## src/rtl/assert_macros.svh

```systemverilog
// Assertion macros shared by the RTL files.
// No dependencies.
`ifndef ASSERT_MACROS_SVH
`define ASSERT_MACROS_SVH
// Implication checked on every clock edge outside reset.
`define ASSERT_IMPL(label, clk, rst, prop) \
  label: assert property (@(posedge clk) disable iff (rst) (prop)) \
    else $error("assertion failed");
// Condition that must hold on every clock edge, reset included.
`define ASSERT_ALWAYS(label, clk, prop) \
  label: assert property (@(posedge clk) (prop)) else $error("assertion failed");
`endif

```

## src/rtl/tamr_pkg.sv

```systemverilog
// Package for tensor_axis_max_reduce: widths, constants, float max helpers.
// No dependencies.
package tamr_pkg;

  localparam int unsigned MAX_INNER_DEF = 1024;
  localparam int unsigned LEN_W = 17;
  localparam int unsigned POS_W = 16;
  localparam int unsigned INNER_CFG_W = 11;
  localparam int unsigned CFG_IDX_W = 2;
  localparam logic [LEN_W-1:0] LEN_CAP = 17'd65536;
  localparam logic [31:0] NEG_INF_BITS = 32'hFF800000;

  typedef enum logic [CFG_IDX_W-1:0] {
    REG_OUTER = 2'd0,
    REG_AXIS  = 2'd1,
    REG_INNER = 2'd2,
    REG_NONE  = 2'd3
  } cfg_reg_t;

  typedef struct packed {
    logic first;
    logic emit;
    logic final_item;
  } issue_t;

  function automatic logic is_nan(input logic [31:0] b);
    is_nan = b[30:0] > 31'h7F800000;
  endfunction

  function automatic logic [31:0] order_key(input logic [31:0] b);
    if (b[30:0] == 31'd0) order_key = 32'h80000000;
    else if (b[31]) order_key = ~b;
    else order_key = b | 32'h80000000;
  endfunction

  function automatic logic [31:0] fold_max(input logic [31:0] stored, input logic [31:0] x);
    if (is_nan(x)) fold_max = stored;
    else if (is_nan(stored)) fold_max = x;
    else fold_max = (order_key(x) > order_key(stored)) ? x : stored;
  endfunction

  function automatic logic [LEN_W-1:0] eff_len(input logic [LEN_W-1:0] v,
                                               input logic [LEN_W-1:0] cap);
    if (v == '0) eff_len = LEN_W'(1);
    else eff_len = (v > cap) ? cap : v;
  endfunction

endpackage

```

## src/rtl/tamr_index.sv

```systemverilog
// Position counters and per-item flags for the axis max reduction.
// Depends on tamr_pkg.
module tamr_index #(
  parameter int unsigned MAX_INNER = tamr_pkg::MAX_INNER_DEF,
  parameter int unsigned IW = (MAX_INNER > 1) ? $clog2(MAX_INNER) : 1
) (
  input  logic clk,
  input  logic rst,
  input  logic adv,
  input  logic [tamr_pkg::LEN_W-1:0] outer_count,
  input  logic [tamr_pkg::LEN_W-1:0] axis_len,
  input  logic [tamr_pkg::INNER_CFG_W-1:0] inner_len,
  output logic [IW-1:0] slot,
  output tamr_pkg::issue_t issue
);

  localparam logic [tamr_pkg::LEN_W-1:0] INNER_CAP = tamr_pkg::LEN_W'(MAX_INNER);

  logic [IW-1:0] inner_pos;
  logic [tamr_pkg::POS_W-1:0] axis_pos;
  logic [tamr_pkg::POS_W-1:0] outer_pos;
  logic [tamr_pkg::LEN_W-1:0] n_outer, n_axis, n_inner;
  logic inner_last, axis_last, outer_last;

  always_comb begin
    n_outer = tamr_pkg::eff_len(outer_count, tamr_pkg::LEN_CAP);
    n_axis = tamr_pkg::eff_len(axis_len, tamr_pkg::LEN_CAP);
    n_inner = tamr_pkg::eff_len(tamr_pkg::LEN_W'(inner_len), INNER_CAP);
    inner_last = (tamr_pkg::LEN_W'(inner_pos) + 1'b1) >= n_inner;
    axis_last = (tamr_pkg::LEN_W'(axis_pos) + 1'b1) >= n_axis;
    outer_last = (tamr_pkg::LEN_W'(outer_pos) + 1'b1) >= n_outer;
    slot = (tamr_pkg::LEN_W'(inner_pos) < INNER_CAP) ? inner_pos : '0;
    issue.first = (axis_pos == '0);
    issue.emit = axis_last;
    issue.final_item = axis_last && inner_last && outer_last;
  end

  always_ff @(posedge clk) begin
    if (rst) begin
      inner_pos <= '0;
      axis_pos <= '0;
      outer_pos <= '0;
    end else if (adv) begin
      if (!inner_last) begin
        inner_pos <= inner_pos + 1'b1;
      end else begin
        inner_pos <= '0;
        if (!axis_last) begin
          axis_pos <= axis_pos + 1'b1;
        end else begin
          axis_pos <= '0;
          outer_pos <= outer_last ? '0 : outer_pos + 1'b1;
        end
      end
    end
  end

endmodule

```

## config.mk

```make
export PLATFORM = sky130hd
export DESIGN_NAME = tamr_index
export DESIGN_NICKNAME = d
export VERILOG_FILES = /design/src/rtl/assert_macros.svh /design/src/rtl/tamr_pkg.sv /design/src/rtl/tamr_index.sv
export SDC_FILE = /design/constraint.sdc
export NUM_CORES = 1
export LEC_CHECK = 0
export ABC_AREA = 0
export ABC_CLOCK_PERIOD_IN_PS = 3600
export BUFFER_PORTS_ARGS = -buffer_cell sky130_fd_sc_hd__buf_2
export CORE_MARGIN = 2
export CORE_UTILIZATION = 52
export CTS_CLUSTER_DIAMETER = 60
export DETAILED_ROUTE_END_ITERATION = 7
export GPL_ROUTABILITY_DRIVEN = 0
export PLACE_DENSITY = 0.73
export SLEW_MARGIN = 20
export SYNTH_ARGS = -nofsm -noshare
export SYNTH_HDL_FRONTEND = slang
export SYNTH_SLANG_ARGS = --single-unit
```

## constraint.sdc

```tcl
create_clock -name clk -period 3.6 [get_ports clk]
set_clock_uncertainty 0.2 [all_clocks]
set_input_delay 0.36 -clock clk [delete_from_list [all_inputs] [get_ports clk]]
set_output_delay 0.36 -clock clk [all_outputs]
set_load 0.01 [all_outputs]
```

* Word-level counts from Yosys, hierarchy flattened
Index checks and enable logic that the tools add are counted.
Word-level totals: output and inout port bits 13, register bits 42, word-level logic and storage cells 32
Operators by class: order comparisons 6, multiplexer cells 9, add/subtract/negate cells 6, reduce and logical (&&, ||, !) cells 8
Operators with widths (count):
- $mux 17 | 4
- $add 16x1->17 const B | 2
- $ge 17x17->1 | 2
- $gt 17x17->1 const B | 2
- $logic_not 17->1 | 2
- $add 16x1->16 const B | 2
- $mux 16 | 2
- $mux 11 | 2
- $ge 11x17->1 | 1
- $logic_not 16->1 | 1
- $add 10x1->11 const B | 1
- $gt 11x11->1 const B | 1
- $logic_not 11->1 | 1
- $add 10x1->10 const B | 1
- $mux 10 | 1
- $reduce_and 3->1 | 1
- $logic_and 1x1->1 | 2
- $reduce_and 2->1 | 1

* Longest topological paths before layout
Gate-level depths: netlist of the first run.
depth after elaboration 6, depth in mapped cells 16, mapped depth without buffers 15

* Worst setup path after synthesis of the first run
OpenSTA, ideal clock, no wires.
path kind flip-flop to flip-flop, from reg axis_pos[0] in the netlist's numbering, to reg outer_pos[6] in the netlist's numbering, path buffers 2, cell stages (with the launch flop) 17, data arrival time 3.368 ns, slack -0.086 ns, cell sequence dfxtp_1 ha_1 and3_1 and3_1 clkbuf_1 nand2_1 nor2_1 xnor2_1 ha_1 and3_1 and2_1 a32o_1 a21oi_1 a211oi_2 buf_2 o21ai_0 a32o_1
Between the ends: cells in the longest elaborated chain, start to end 3
RTL lines:
- start: declaration | RTL line tamr_index.sv:20 | logic [tamr_pkg::POS_W-1:0] axis_pos;
- start signal: assignment | RTL line tamr_index.sv:49 | axis_pos <= axis_pos + 1'b1;
- $add 16x1->17 | RTL line tamr_index.sv:30 | axis_last = (tamr_pkg::LEN_W'(axis_pos) + 1'b1) >= n_axis;
- $ge 17x17->1 | RTL line tamr_index.sv:30
- $reduce_and 3->1 (no line)
- end signal: assignment | RTL line tamr_index.sv:52 | outer_pos <= outer_last ? '0 : outer_pos + 1'b1;
- end: declaration | RTL line tamr_index.sv:21 | logic [tamr_pkg::POS_W-1:0] outer_pos;
No other way between the ends. A chain may end at the register's enable or synchronous reset.

==> flow_metrics.py, run 1 <==
metrics = {
    "timing": {
        "timing.fmax_ghz": 0.272,
        "max_slew_margin_pct": 63.3,
        "min_period_ns": 3.67,
        "hold_slack_ns": 0.285,
        "hold_violations": 0,
        "setup_viol": 1,
        "worstMarginPinSlew_ns": 0.547,
        "slew_violations": 0,
        "rsz0062_at_grt": "true",
        "layout_setup_ws_ns": -0.0713,
        "period_share_pct": 102,
    },
    "min_path": {
        "min_path_type": "in2reg",
    },
    "outcome": {
        "violations": "setup timing",
        "outcome": "complete, but fails checks",
    },
    "job": {
        "maxCapViolCount": 0,
    },
    "critical_path": {
        "crit_type": "reg2out",
        "max_stage_delay_ns": 0.43,
        "critical_path_peak_fanout": 4,
        "crit_path_end_kind": "output pin",
        "arrival_ns": 3.11,
        "critPathMostFrequentCell": "and3_4",
        "critical_path.startpoint_type": "register",
        "worstPathCellList": "and3_4, and3_4, nand3_4, or3_4, xnor2_4, ha_4, o21ai_2, o21ai_1, a32o_2, a21o_4, nor2_8, inv_4, and3_4, buf_6",
        "cp.required_ns": 3.04,
        "slowest_stage": "or3_4",
    },
    "clock_tree": {
        "insertion_delay_ns": 0.30,
        "cts_made_buffers": 5,
        "ctsLongestPathBuffers": 2,
        "tritoncts": "done",
        "cts_sinks": 42,
        "cts_root_buf": "clkbuf_8",
        "clk_pin_slew_ns": 0.08,
        "htreeDepth": 2,
    },
    "routing": {
        "ant_nets": 0,
        "post_drt_wl_per_cell_um": 16.0,
        "vias": 4156,
        "drcViolationCount": 0,
        "dr.pass1.iters": 5,
        "vias_per_cell": 6.01,
        "drt_iter0_drc": 355,
        "wl_um": 11100,
    },
    "yosys": {
        "synth_area_leaders": "dfxtp_1, ha_1, nand2_1, a32o_1, xnor2_1",
        "avgSynthCellArea_um2": 7.86,
        "syn_inst": 483,
        "syn_nets": 580,
        "ys_types": 51,
        "netlist_area_um2": 3790,
        "async_flop_share_pct": 0,
        "synth-seq-cells": 42,
        "post-synth-top-area-cell": "dfxtp_1",
        "synth_ff_type": "dfxtp_1",
        "yosys_warnings": 0,
        "ys_seq_area_share_pct": 22.2,
        "synth_edf_count": 0,
        "yosysTopAreaCellShare_pct": 22.2,
    },
    "placement": {
        "dp_cells": 657,
        "hpwl_um": 7370,
        "portBuffers": 60,
    },
    "floorplanning": {
        "ios": 61,
        "dieArea_um2": 8000,
        "core-area_um2": 7180,
        "die_w_um": 89.4,
        "rows": 31,
        "fp.dieH_um": 89.4,
        "initial_core_util_pct": 52.9,
    },
    "final_layout": {
        "drive_above_1_share_pct": 34.8,
        "layout_common_cells": "nand2_1, buf_2, buf_4",
        "num_antenna_cells": 0,
        "stdcell_count": 691,
        "syn_to_final_growth_pct": 34.0,
        "final_net_count": 688,
    },
    "power": {
        "swShare_pct": 26.4,
        "p_int_w": 0.000738,
        "seqPwrFrac_pct": 46.3,
        "p_switching_w": 0.000264,
        "ir_drop_uv": 173,
        "power_frac_clock_pct": 37.2,
        "powerDensity_nw_per_um2": 197,
        "power.leakage_nw": 2.26,
        "p_comb_share_pct": 16.6,
    },
    "global_routing": {
        "grt_max_degree": 42,
        "antenna_found_initial": 0,
        "grt_overflow": 0,
        "track_usage_pct": 26.5,
        "grt_pass1_wl_um": 17000,
        "grt_pass1_vias": 3801,
    },
}
==> per-layer routing <==
metal  GRT usage [%]  vias up  routed length [µm]
li1                -     2008                   -
met1            33.6     1975                4740
met2            47.1      151                5550
met3            2.95       22                 523
met4            7.60        0                 243
met5               0        -                   0
==> power by group through the flow <==
stage                     clock [W]  combinational [W]  sequential, W
after floorplan                   0          0.0000853       0.000481
after global routing       0.000400           0.000186       0.000464
after detailed placement          0           0.000148       0.000481
after global placement            0           0.000144       0.000480
final                      0.000372           0.000166       0.000464
after CTS                  0.000378           0.000156       0.000467
==> metrics by stage <==
| stage | TNS [ns] | area [µm²] | setup WS, ns | util (%) | power [W] |
|---|---|---|---|---|---|
| after floorplan | 0 | 3800 | 0.0187 | - | 0.000566 |
| after global placement | 0 | 4400 | 0.0782 | 61.4 | 0.000625 |
| after detailed placement | -0.00538 | 4400 | -0.00538 | 61.4 | 0.000629 |
| after CTS | -0.0242 | 4840 | -0.0242 | 67.5 | 0.00100 |
| after global routing | -1.12 | 5090 | -0.203 | 70.9 | 0.00105 |
| final | -0.0713 | 5090 | -0.0713 | 70.9 | 0.00100 |
==> Yosys cell counts, drive strengths merged (2+ instances only) <==
library cell and instances:
a211o 2, a211oi 3, a21o 6, a21oi 29
a31oi 2, a32o 18, and3 23, and4 2
buf 3, clkbuf 14, clkinv 2, dfxtp 42
ha 49, inv 18, mux2 5, mux2i 3
nand2 61, nand2b 8, nand3 29, nand4 7
nand4b 2, nor2 24, nor2b 2, nor3 9
nor3b 13, nor4 19, o211ai 5, o21a 4
o21ai 29, xnor2 20, xor2 17
==> critical path: cells and delay by family, from the launching register on <==
| kind | cells | cell delay, ns |
|---|---|---|
| XOR/XNOR | 1 | 0.15 |
| AO/OA/AOI/OAI | 4 | 0.69 |
| AND/OR/NAND/NOR | 6 | 1.21 |
| flip-flops | 1 | 0.34 |
| adder cells (fa/ha/maj) | 1 | 0.27 |
| buffers and inverters | 2 | 0.15 |
==> sequential cells by signal (all words and copies together), names as in the netlist <==
register,flops
axis_pos,16
outer_pos,16
slot,10
==> cell families after synthesis <==
logic type | count (synthesis) | synth area share, %
AOI/OAI and AO/OA | 104 | 18.4
xor gates and xnor gates | 37 | 8.54
adders and majority gates | 49 | 16.2
buffers and inverters | 37 | 3.82
DFF | 42 | 22.2
muxes | 8 | 2.27
and+or+nand+nor | 206 | 28.7
==> final timing paths <==
kind,startpoint,endpoint,slack (ns),depth (start not counted)
worst max-delay path,axis_pos[9],issue[0],-0.07,14
worst min-delay path,adv,slot[1],0.28,3
worst max register to register,axis_pos[9],axis_pos[7],0.02,15
worst min register to register,slot[1],slot[1],0.30,2
==> timing repair <==
action	CTS	global route
hold buffers	0	0
buffers inserted	13	13
pin swaps	15	27
setup endpoints to repair	6	34
gates resized for setup	58	41
==> area by class of cell <==
cell class | instances | area, µm²
Clock buffer | 5 | 68.8
Clock inverter | 3 | 40.0
Fill cell | 535 | 2090
Inverter | 20 | 80.1
Multi-Input combinational cell | 404 | 3120
Sequential cell | 42 | 887
Tap cell | 99 | 124
Timing Repair Buffer | 118 | 762
Power figures use the tool's default switching activity.
==> run 2: changes to the inputs <==
==> constraint.sdc (replaced) <==
create_clock -name clk -period 3.6 [get_ports clk]
set_clock_uncertainty 0.2 [all_clocks]
set_input_delay 0.18 -clock clk [delete_from_list [all_inputs] [get_ports clk]]
set_output_delay 0.18 -clock clk [all_outputs]
set_load 0.01 [all_outputs]
==> run 2 against run 1 <==
Net effect: the run now ends clean; first-iteration DRC count decreased by 21%; count of clock-buffer cells in the layout increased by 2; sequential power increased by 0.9%; cell count decreased by 1.4%; maximum frequency increased by 2.5%; hold slack got worse by 0.20 ns; critical path type unchanged; largest cell class unchanged; largest power group unchanged.
==> flow_metrics.py, run 2 (synthesized netlist as in run 1, its figures left out) <==
metrics = {
    "clock_tree": {
        "htreeDepth": 2,
        "cts_made_buffers": 5,
        "hold_buffers": 0,
        "clk_pin_slew_ns": 0.08,
        "cts_sinks": 42,
        "tritoncts": "done",
        "insertion_delay_ns": 0.29,
        "cts_root_buf": "clkbuf_8",
        "ctsLongestPathBuffers": 2,
    },
    "critical_path": {
        "worst-r2r-setup-slack_ns": 0.15,
        "crit_type": "reg2out",
        "slowest_stage": "or3_4",
        "max_stage_delay_ns": 0.37,
        "regToRegEndpoint": "outer_pos[4]",
        "worstPathCellList": "inv_1, nor3_2, buf_4, nand3_1, or3_4, xnor2_2, ha_1, o21ai_1, o21ai_1, a32o_2, a21o_4, nor2_8, inv_4, and3_4, buf_6",
        "critPathMostFrequentCell": "o21ai_1",
        "crit_path_end_kind": "output pin",
        "rr_startpoint": "outer_pos[0]",
        "reg2reg_depth": 15,
        "critical_path.startpoint_type": "register",
        "critical_path_peak_fanout": 6,
        "arrival_ns": 3.20,
        "cp.required_ns": 3.22,
    },
    "floorplanning": {
        "dieArea_um2": 8000,
        "core-area_um2": 7180,
        "fp.dieH_um": 89.4,
        "initial_core_util_pct": 52.9,
        "ios": 61,
        "die_w_um": 89.4,
        "rows": 31,
    },
    "placement": {
        "dp_cells": 663,
        "portBuffers": 60,
        "dpl_worst_slack_ns": -0.0116,
        "hpwl_um": 7480,
    },
    "routing": {
        "post_drt_wl_per_cell_um": 14.5,
        "wl_um": 9840,
        "drcViolationCount": 0,
        "drt_iter0_drc": 279,
        "dr.pass1.iters": 5,
        "ant_nets": 0,
        "vias": 3995,
        "vias_per_cell": 5.87,
    },
    "final_layout": {
        "final_net_count": 678,
        "drive_above_1_share_pct": 27.5,
        "layout_common_cells": "nand2_1, buf_2, ha_1",
        "num_antenna_cells": 0,
        "stdcell_count": 681,
        "nFillCells": 603,
        "final_common_cell": "nand2_1",
        "syn_to_final_growth_pct": 26.0,
    },
    "timing": {
        "period_share_pct": 99.5,
        "timing.fmax_ghz": 0.279,
        "hold_violations": 0,
        "worstMarginPinSlew_ns": 0.526,
        "min_period_ns": 3.58,
        "slew_violations": 0,
        "setup_viol": 0,
        "rsz0062_at_grt": "true",
        "layout_setup_ws_ns": 0.0194,
        "max_slew_margin_pct": 64.7,
    },
    "min_path": {
        "worstHoldPathCells": 3,
        "min_to": "slot[1]",
        "hold_path_startpoint": "adv",
        "min_path_type": "in2reg",
    },
    "outcome": {
        "outcome": "finished, final reports clean",
    },
    "global_routing": {
        "grt_max_degree": 43,
        "grt_pass1_vias": 3679,
        "grt_overflow": 0,
        "grt_pass1_wl_um": 15900,
        "antenna_found_initial": 0,
        "track_usage_pct": 24.4,
    },
    "job": {
        "maxCapViolCount": 0,
    },
    "power": {
        "power.leakage_nw": 2.17,
        "seqPwrFrac_pct": 49.7,
        "power_frac_clock_pct": 33.3,
        "p_int_w": 0.000691,
        "swShare_pct": 26.7,
        "p_comb_share_pct": 17.0,
        "ir_drop_uv": 161,
        "p_switching_w": 0.000252,
        "powerDensity_nw_per_um2": 197,
    },
}
run 2: cell types whose count changed in the layout (fill, tap and decap cells not counted), moves of 4 or more:
cell | before | now
and3_1 | 5 | 17
and3_4 | 16 | 5
buf_4 | 55 | 45
dfxtp_1 | 23 | 32
dfxtp_4 | 9 | 0
nand3_1 | 24 | 28
run 2: power groups by stage:
stage | sequential [W] | combinational (W) | clock [W]
final | 0.000468 | 0.000160 | 0.000314
after global placement | 0.000479 | 0.000147 | 0
after CTS | 0.000468 | 0.000154 | 0.000322
after global routing | 0.000469 | 0.000179 | 0.000351
after detailed placement | 0.000480 | 0.000152 | 0
after floorplan | 0.000481 | 0.0000853 | 0
run 2: final cells by class:
cell class              count  area (µm²)  share of cell area (%)
inverters                  20        77.6                    1.62
multi-input cells         404        2950                    61.7
clock buffers               7        86.3                    1.80
clock inverters             1        5.00                   0.105
repair buffers            108         684                    14.3
flip-flops and latches     42         853                    17.8
well taps                  99         124                    2.59
run 2: how the worst max path moves through the flow:
stage	start	endpoint	slack, ns
after floorplan	axis_pos[0]	axis_pos[7]	0.02
after global placement	axis_pos[9]	axis_pos[7]	0.11
after detailed placement	axis_pos[0]	axis_pos[7]	-0.01
after CTS	axis_pos[1]	issue[0]	0.008
after global routing	axis_pos[0]	issue[0]	-0.14
final	axis_pos[0]	issue[0]	0.02
run 2: per-stage QoR:
step | setup TNS [ns] | total power (W) | cell area [µm²] | hold WS, ns | util (%)
after global routing | -0.302 | 0.000999 | 4780 | 0.0819 | 66.7
after global placement | 0 | 0.000626 | 4440 | 0.283 | 61.8
final | 0 | 0.000943 | 4780 | 0.0848 | 66.7
after floorplan | 0 | 0.000566 | 3800 | 0.265 | -
after CTS | 0 | 0.000945 | 4610 | 0.0711 | 64.3
after detailed placement | -0.0116 | 0.000632 | 4440 | 0.285 | 61.8
run 2: per-layer routing:
layer	track usage [%]	wire length, µm	vias up
li1	-	-	1994
met1	30.8	4480	1884
met2	44.6	4870	110
met3	2.77	408	7
met4	5.16	89	0
met5	0	0	-
run 2: critical path, delay by kind of cell (launching register included):
family / cells / cell delay, ns
adders and majority gates: 1 / 0.35
DFF: 1 / 0.36
AOI/OAI and AO/OA: 4 / 0.71
xor gates and xnor gates: 1 / 0.14
and+or+nand+nor: 5 / 0.95
buffers and inverters: 4 / 0.40
run 2: timing repair:
action                     4_1_cts  5_1_grt
setup endpoints to repair        2       34
resized for setup               13       37
buffers inserted                 4        6
pin swaps                        3       14
